**src/rtl/lap3_pkg.sv**
```systemverilog
// Shared types, constants and helpers for the 3x3 Laplacian image filter.
// Used by every module of the filter; depends on nothing else.
`default_nettype none
package lap3_pkg;

	localparam int MAX_WIDTH  = 128;
	localparam int MAX_HEIGHT = 128;

	localparam int PIX_W = 8;
	localparam int DIM_W = 8;
	localparam int COL_W = $clog2(MAX_WIDTH);
	localparam int ROW_W = $clog2(MAX_HEIGHT);
	localparam int LINE_W = 2 * PIX_W;

	localparam int CFG_IDX_W = 1;
	localparam logic [CFG_IDX_W-1:0] REG_IMAGE_WIDTH  = 1'b0;
	localparam logic [CFG_IDX_W-1:0] REG_IMAGE_HEIGHT = 1'b1;

	localparam int OUT_DATA_BITS = PIX_W + ROW_W + COL_W;
	localparam int OUT_DATA_W = ((OUT_DATA_BITS + 7) / 8) * 8;

	// Pixel position inside the frame.
	typedef struct packed {
		logic [ROW_W-1:0] row;
		logic [COL_W-1:0] col;
	} pos_t;

	// Last column and last row index of the frame in use.
	typedef struct packed {
		logic [DIM_W-1:0] w_last;
		logic [DIM_W-1:0] h_last;
	} lim_t;

	// Clamp a frame dimension to [3, hi] and return the last index.
	function automatic logic [DIM_W-1:0] last_index(input logic [DIM_W-1:0] v,
			input logic [DIM_W-1:0] hi);
		logic [DIM_W-1:0] d;
		if (v < DIM_W'(3)) begin
			d = DIM_W'(3);
		end else if (v > hi) begin
			d = hi;
		end else begin
			d = v;
		end
		return d - DIM_W'(1);
	endfunction

endpackage
`default_nettype wire

```
**src/rtl/lap3_pos_counter.sv**
```systemverilog
// Raster position counters for the 3x3 Laplacian filter.
// Depends on lap3_pkg for the position and limit types.
`default_nettype none
module lap3_pos_counter (
	input  wire logic          clk,
	input  wire logic          arst_n,
	input  wire logic          step,
	input  wire logic          frame_start,
	input  wire lap3_pkg::lim_t lim,
	output lap3_pkg::pos_t     pos
);

	logic [lap3_pkg::ROW_W-1:0] row_q;
	logic [lap3_pkg::COL_W-1:0] col_q;
	logic col_wrap;
	logic row_wrap;

	// A frame start forces the current beat to position (0,0).
	always_comb begin
		pos.row = frame_start ? '0 : row_q;
		pos.col = frame_start ? '0 : col_q;
		col_wrap = {1'b0, pos.col} >= lim.w_last;
		row_wrap = {1'b0, pos.row} >= lim.h_last;
	end

	always_ff @(posedge clk or negedge arst_n) begin
		if (!arst_n) begin
			row_q <= '0;
			col_q <= '0;
		end else if (step) begin
			if (col_wrap) begin
				col_q <= '0;
				row_q <= row_wrap ? '0 : pos.row + lap3_pkg::ROW_W'(1);
			end else begin
				col_q <= pos.col + lap3_pkg::COL_W'(1);
				row_q <= pos.row;
			end
		end
	end

endmodule
`default_nettype wire

```
**src/rtl/lap3_line_store.sv**
```systemverilog
// Two-row line store for the 3x3 Laplacian filter: one write and one
// registered read per cycle, with write-to-read forwarding. Uses lap3_pkg.
`default_nettype none
module lap3_line_store (
	input  wire logic                        clk,
	input  wire logic                        wr_en,
	input  wire logic [lap3_pkg::COL_W-1:0]  wr_addr,
	input  wire logic [lap3_pkg::LINE_W-1:0] wr_data,
	input  wire logic                        rd_en,
	input  wire logic [lap3_pkg::COL_W-1:0]  rd_addr,
	output logic      [lap3_pkg::LINE_W-1:0] rd_data
);

	logic [lap3_pkg::LINE_W-1:0] mem [lap3_pkg::MAX_WIDTH];
	logic [lap3_pkg::LINE_W-1:0] rd_data_q;

	always_ff @(posedge clk) begin
		if (wr_en) begin
			mem[wr_addr] <= wr_data;
		end
	end

	// A read of the column written in the same cycle takes the new data.
	always_ff @(posedge clk) begin
		if (rd_en) begin
			if (wr_en && (wr_addr == rd_addr)) begin
				rd_data_q <= wr_data;
			end else begin
				rd_data_q <= mem[rd_addr];
			end
		end
	end

	assign rd_data = rd_data_q;

endmodule
`default_nettype wire

```
**src/rtl/lap3_kernel.sv**
```systemverilog
// Window columns and Laplacian kernel sum for the 3x3 filter.
// Depends on lap3_pkg for widths.
`default_nettype none
module lap3_kernel (
	input  wire logic                        clk,
	input  wire logic                        arst_n,
	input  wire logic                        advance,
	input  wire logic [lap3_pkg::PIX_W-1:0]  pixel,
	input  wire logic [lap3_pkg::LINE_W-1:0] above,
	output logic      [lap3_pkg::PIX_W-1:0]  sum,
	output logic      [lap3_pkg::LINE_W-1:0] line_wr
);

	localparam int P = lap3_pkg::PIX_W;

	// Each column holds row-2 in the low byte, then row-1, then the row.
	logic [3*P-1:0] win0_q;
	logic [3*P-1:0] win1_q;
	logic [3*P-1:0] cur;
	logic [P-1:0] up, mid, down, left, right;

	always_comb begin
		cur = {pixel, above[P-1:0], above[2*P-1:P]};
		up = win0_q[P-1:0];
		mid = win0_q[2*P-1:P];
		down = win0_q[3*P-1:2*P];
		left = win1_q[2*P-1:P];
		right = cur[2*P-1:P];
		// Eight-bit arithmetic gives the wrapped result directly.
		sum = up + down + left + right - {mid[P-3:0], 2'b00};
		line_wr = {above[P-1:0], pixel};
	end

	always_ff @(posedge clk or negedge arst_n) begin
		if (!arst_n) begin
			win0_q <= '0;
			win1_q <= '0;
		end else if (advance) begin
			win1_q <= win0_q;
			win0_q <= cur;
		end
	end

endmodule
`default_nettype wire

```
**src/rtl/laplacian_3x3_image_filter.sv**
```systemverilog
// 3x3 Laplacian image filter: pixels wait in the first stage, results in the output register.
// One pixel per cycle unless results stall, as the line store does one read and write a cycle.
// Reset (arst_n low) clears counters, window columns, valid flags and the size registers (128).
// The line store is not cleared; no clearing pass is run.
// Depends on lap3_pkg, lap3_pos_counter, lap3_line_store and lap3_kernel.
`default_nettype none
module laplacian_3x3_image_filter (
	input  wire logic                              clk,
	input  wire logic                              arst_n,
	// Configuration write port.
	input  wire logic                              cfg_we,
	input  wire logic [lap3_pkg::CFG_IDX_W-1:0]    cfg_index,
	input  wire logic [lap3_pkg::DIM_W-1:0]        cfg_data,
	// Pixel input stream.
	input  wire logic                              s_tvalid,
	output logic                                   s_tready,
	input  wire logic [lap3_pkg::PIX_W-1:0]        s_tdata,  // pixel
	input  wire logic [0:0]                        s_tuser,  // frame_start
	// Result stream.
	output logic                                   m_tvalid,
	input  wire logic                              m_tready,
	output logic      [lap3_pkg::OUT_DATA_W-1:0]   m_tdata,  // filtered, out_row, out_col, zeros
	output logic                                   m_tlast   // frame_last
);

	localparam int P = lap3_pkg::PIX_W;
	localparam int RW = lap3_pkg::ROW_W;
	localparam int CW = lap3_pkg::COL_W;

	// Size registers. Values out of range are clamped when used.
	logic [lap3_pkg::DIM_W-1:0] width_q;
	logic [lap3_pkg::DIM_W-1:0] height_q;
	lap3_pkg::lim_t lim;

	always_ff @(posedge clk or negedge arst_n) begin
		if (!arst_n) begin
			width_q <= lap3_pkg::DIM_W'(lap3_pkg::MAX_WIDTH);
			height_q <= lap3_pkg::DIM_W'(lap3_pkg::MAX_HEIGHT);
		end else if (cfg_we) begin
			case (cfg_index)
				lap3_pkg::REG_IMAGE_WIDTH: width_q <= cfg_data;
				lap3_pkg::REG_IMAGE_HEIGHT: height_q <= cfg_data;
				default: ;
			endcase
		end
	end

	always_comb begin
		lim.w_last = lap3_pkg::last_index(width_q, lap3_pkg::DIM_W'(lap3_pkg::MAX_WIDTH));
		lim.h_last = lap3_pkg::last_index(height_q, lap3_pkg::DIM_W'(lap3_pkg::MAX_HEIGHT));
	end

	// Handshake. Stage 1 holds the accepted pixel while the line store
	// read completes; it retires into the output register, or simply
	// retires when it gives no result. A new beat is taken whenever
	// stage 1 is empty or retiring, so the input stops only while stage 1
	// holds a result and the output register holds a stalled beat.
	logic in_acc;
	logic valid_s1;
	logic emit_s1;
	logic adv_s1;
	logic out_v_q;

	assign adv_s1 = valid_s1 && (!emit_s1 || !out_v_q || m_tready);
	assign s_tready = !valid_s1 || adv_s1;
	assign in_acc = s_tvalid && s_tready;

	// Position of the beat being accepted.
	lap3_pkg::pos_t pos;

	lap3_pos_counter u_pos (
		.clk(clk),
		.arst_n(arst_n),
		.step(in_acc),
		.frame_start(s_tuser[0]),
		.lim(lim),
		.pos(pos)
	);

	// Stage 1 registers.
	logic [P-1:0] pix_s1;
	logic [RW-1:0] row_s1;
	logic [CW-1:0] col_s1;

	always_ff @(posedge clk or negedge arst_n) begin
		if (!arst_n) begin
			valid_s1 <= 1'b0;
		end else if (s_tready) begin
			valid_s1 <= s_tvalid;
		end
	end

	always_ff @(posedge clk) begin
		if (in_acc) begin
			pix_s1 <= s_tdata;
			row_s1 <= pos.row;
			col_s1 <= pos.col;
		end
	end

	// The line store is read at the accepted column and written back when
	// stage 1 retires; forwarding covers two beats at the same column.
	logic [lap3_pkg::LINE_W-1:0] above_s1;
	logic [lap3_pkg::LINE_W-1:0] line_wr;
	logic [P-1:0] sum;

	lap3_line_store u_line (
		.clk(clk),
		.wr_en(adv_s1),
		.wr_addr(col_s1),
		.wr_data(line_wr),
		.rd_en(in_acc),
		.rd_addr(pos.col),
		.rd_data(above_s1)
	);

	lap3_kernel u_kernel (
		.clk(clk),
		.arst_n(arst_n),
		.advance(adv_s1),
		.pixel(pix_s1),
		.above(above_s1),
		.sum(sum),
		.line_wr(line_wr)
	);

	// A result exists once three rows and three columns have been seen.
	logic last_s1;

	always_comb begin
		emit_s1 = (row_s1 >= RW'(2)) && (col_s1 >= CW'(2));
		last_s1 = ({1'b0, row_s1} >= lim.h_last) && ({1'b0, col_s1} >= lim.w_last);
	end

	// Output register.
	logic [P-1:0] filt_q;
	logic [RW-1:0] orow_q;
	logic [CW-1:0] ocol_q;
	logic olast_q;

	always_ff @(posedge clk or negedge arst_n) begin
		if (!arst_n) begin
			out_v_q <= 1'b0;
		end else if (adv_s1 && emit_s1) begin
			out_v_q <= 1'b1;
		end else if (m_tready) begin
			out_v_q <= 1'b0;
		end
	end

	always_ff @(posedge clk) begin
		if (adv_s1 && emit_s1) begin
			filt_q <= sum;
			orow_q <= row_s1 - RW'(1);
			ocol_q <= col_s1 - CW'(1);
			olast_q <= last_s1;
		end
	end

	assign m_tvalid = out_v_q;
	assign m_tdata = {{(lap3_pkg::OUT_DATA_W - lap3_pkg::OUT_DATA_BITS){1'b0}},
		ocol_q, orow_q, filt_q};
	assign m_tlast = olast_q;

endmodule
`default_nettype wire

```
**config.mk**
```make
export PLATFORM = sky130hd
export DESIGN_NAME = laplacian_3x3_image_filter
export DESIGN_NICKNAME = d
export VERILOG_FILES = /design/src/rtl/lap3_pkg.sv /design/src/rtl/lap3_pos_counter.sv /design/src/rtl/lap3_line_store.sv /design/src/rtl/lap3_kernel.sv /design/src/rtl/laplacian_3x3_image_filter.sv
export SDC_FILE = /design/constraint.sdc
export NUM_CORES = 2
export LEC_CHECK = 0
export ABC_CLOCK_PERIOD_IN_PS = 5500
export BUFFER_PORTS_ARGS = -buffer_cell sky130_fd_sc_hd__buf_2
export CORE_UTILIZATION = 40
export DETAILED_ROUTE_END_ITERATION = 10
export GPL_TIMING_DRIVEN = 0
export PLACE_DENSITY = 0.53
export SLEW_MARGIN = 20
export SYNTH_ARGS = -nofsm -noshare
export SYNTH_HDL_FRONTEND = slang
export SYNTH_HIERARCHICAL = 1
export SYNTH_SLANG_ARGS = --single-unit
```
**constraint.sdc**
```tcl
create_clock -name clk -period 5.5 [get_ports clk]
set_input_delay 0 -clock clk [delete_from_list [all_inputs] [get_ports clk]]
set_output_delay 0 -clock clk [all_outputs]
set_load 0.02 [all_outputs]
```
==> metrics.md <==
| Metric | Value |
|---|---|
| CTS Buffer Depth | 3 |
| RSZ-0062 raised after global routing | false |
| WHS Path Cells | 3 |
| Die X | 466 um |
| Simple-gate share of the synthesized area | 0.0327 |
| CP startpoint | u_pos/col_q[1] |
| GRT Residual Overflow | 0 |
| Register area share after synthesis | 0.755 |
| Initial antenna violation count | 9 |
| Leak | 31.6 nW |
| Die area | 217000 sq um |
| Final Power | 0.0446 W |
| Hold_buf cts | 45 |
| YS warnings | 6 |
| Iteration-0 DRC Markers | 4934 |
| Wire length per cell | 31.4 um |
| GP Congestion | 0.947 |
| Crit Path Max Fanout | 10 |
| Post-synthesis xor/xnor area fraction | 0.00306 |
| Met2 Wirelength | 116000 um |
| Starting Density | 0.404 |
| Worst-Margin Slew | 1.20 ns |
| Largest net degree at the start of global routing | 130 |
| Netlist cell types | 68 |
| Cts repair resizes | 0 |
| Avg Inst Size Synth | 20.1 sq um |
| Power density over cell area | 445 nW/um^2 |
| Worst setup SP type | register |
| CP arrival | 5.89 ns |
| Most common flop cell mapped by yosys | edfxtp_1 |
| Clock tree sinks | 2173 |
| DRC | 0 |
| Final wirelength | 243000 um |
| Status | finished clean |
| Reg2Reg Depth | 12 |
| Post-DP HPWL | 163000 um |
| Fmax | 0.192 GHz |
| Headroom to the max-slew limit | 0.201 |
| Hold WC Path Type | in2reg |
| Mux cell area share after synthesis | 0.140 |
| Peak supply drop | 0.433 mV |
| Via density | 5.74 |
| Syn Std Cell Area | 86000 sq um |
| Clk pin slew, worst setup/hold paths | 0.06 ns |
| Vias in the first global route | 44.7k |
| Final hold violation count | 0 |
| Final Critical Period | 5.20 ns |
| Post-DP Area | 92400 sq um |
| Total track usage | 0.224 |
| Max Used Layer | met4 |
| Compound-Gate Fraction of Synth Area | 0.0376 |
| Synth-to-Final Area Change | 16.5% |
| Leading area contributor after synthesis | edfxtp_1 |
| Io pins | 50 |
| Detailed-route via count | 44.5k |
| Net count, final | 4826 |
| Row count | 169 |
| DRT Pass-1 Iters | 6 |
| Met3 wire len | 16700 um |
| Wl on met1 | 104000 um |
| Area contributors post-synth | edfxtp_1 74%, mux4_2 11%, mux2i_1 1.9% |
| Root Driver | clkbuf_16 |
| CP required | 6.19 ns |
| Placed insts | 7294 |
| Finished layout cell area | 100000 sq um |
| Cells after Synth | 4280 |
| Post-CTS setup buffers | 0 |
| Async SR Flop Fraction | 0.0295 |
| Remaining antenna violation count | 0 |
| Post-synth top cells | 2109 x edfxtp_1, 432 x mux4_2, 217 x nor2_1, 159 x mux2i_1, 128 x clkbuf_1 |
| Post-Synth Adder-Cell Area | 0.0106 |
| # setup viols final | 0 |
| Largest family of logic cells by synthesized area | multiplexers |
| Later-pin clock latency in the skew report | 0.88 ns |
| Final worst-path cycle share | 0.946 |
| Reg-to-Reg Start | u_pos/col_q[1] |
| Final TNS setup | 0 ns |
| #FFs+latches synth | 2173 |
| Max Cap Violations | 0 |
| CTS buffer count | 220 |
| First-pass GRT wire length | 342000 um |
| HP Start | s_tvalid |
| H-tree levels | 4 |
| Most numerous cell in the Yosys netlist | edfxtp_1 |
| Post-synth EDFFs | 2109 |
| CTS tree | built |
| Core area | 213000 sq um |
| Max-slew violations | 0 |
| Clk_skew | 0.0444 ns |
| Die height | 466 um |
| Setup CP Type | reg2reg |
| Port Buffers | 47 |
| Worst Setup End Kind | register |
| Share of post-route cells with drive strength above 1 | 0.261 |
| Finished Layout Cells | 7752 |
| Yosys top cell area share | 0.737 |
==> per-stage QoR <==
stage                     hold WS [ns]  setup WS, ns  utilization
after floorplan                 -0.296          1.21            -
after global placement           0.180        -0.903        0.422
after detailed placement        -0.118         0.149        0.434
after CTS                        0.144         0.286        0.470
after global routing             0.191         0.192        0.470
final                            0.191         0.295        0.470
==> registers in the layout (all words and copies together), names as in the netlist, 8 cells and up <==
signal and flops:
u_line/mem 2048, u_kernel/win0_q 24, u_line/rd_data 16, filt_q 8, height_q 8, pix_s1 8
u_kernel/win1_q 8, width_q 8
==> critical path: stages, from the launching register on <==
cell and delay [ns]:
dfrtp_1 0.35, inv_1 0.06, nor2_1 0.24, buf_2 0.29, buf_2 0.64, buf_4 0.39, nand2_1 0.36, clkbuf_1 0.38
o221ai_1 0.57, nor3_1 0.12, nor4b_1 0.80, o2111ai_1 0.44, nand3_1 0.35
==> cell usage in the layout (no fill, tap or decap), drive strengths merged, types with 74 or more instances in the layout <==
cell type | synthesis | final
buf | 135 | 319
clkbuf | 128 | 385
clkinv | 0 | 105
edfxtp | 2109 | 2109
inv | 82 | 88
mux2i | 159 | 159
mux4 | 432 | 432
nand2 | 74 | 74
nor2 | 217 | 217
o22ai | 113 | 113
==> kinds of logic after synthesis <==
| family | Yosys count |
|---|---|
| DFF | 2173 |
| muxes | 658 |
| and+or+nand+nor | 562 |
| AOI/OAI and AO/OA | 449 |
| buffers and inverters | 345 |
| adders and majority gates | 62 |
| xor gates and xnor gates | 30 |
| other | 1 |
==> metal layers <==
metal,GRT usage,vias up
met2,0.358,1596
met1,0.313,24100
met4,0.0659,0
met3,0.0409,309
met5,0,-
li1,-,18500
==> worst paths after layout <==
path / slack (ns) / endpoint
max in group asynchronous: 4.44 / height_q[7]
min in group asynchronous: 0.32 / height_q[0]
max reg2reg: 0.30 / u_line/rd_data[0]
min reg2reg: 0.46 / u_kernel/win0_q[1]
min: 0.19 / pix_s1[5]
max: 0.30 / u_line/rd_data[0]
==> final cells by class <==
| type | instances | area (sq um) |
|---|---|---|
| Fill cell | 17700 | 113000 |
| Sequential cell | 2173 | 64900 |
| Multi-Input combinational cell | 1772 | 19900 |
| Clock buffer | 257 | 5690 |
| Tap cell | 2821 | 3530 |
| Timing Repair Buffer | 229 | 2650 |
| Clock inverter | 147 | 1620 |
| Buffer | 263 | 1540 |
| Inverter | 82 | 308 |
| Antenna cell | 8 | 20.0 |
==> power breakdown <==
part	total, W	switching (W)	internal [W]	leakage, nW
sequential	0.0198	0.000207	0.0196	19.8
clock	0.0152	0.00636	0.00887	3.59
combinational	0.00955	0.00629	0.00326	8.28
Power figures use the tool's default switching activity.
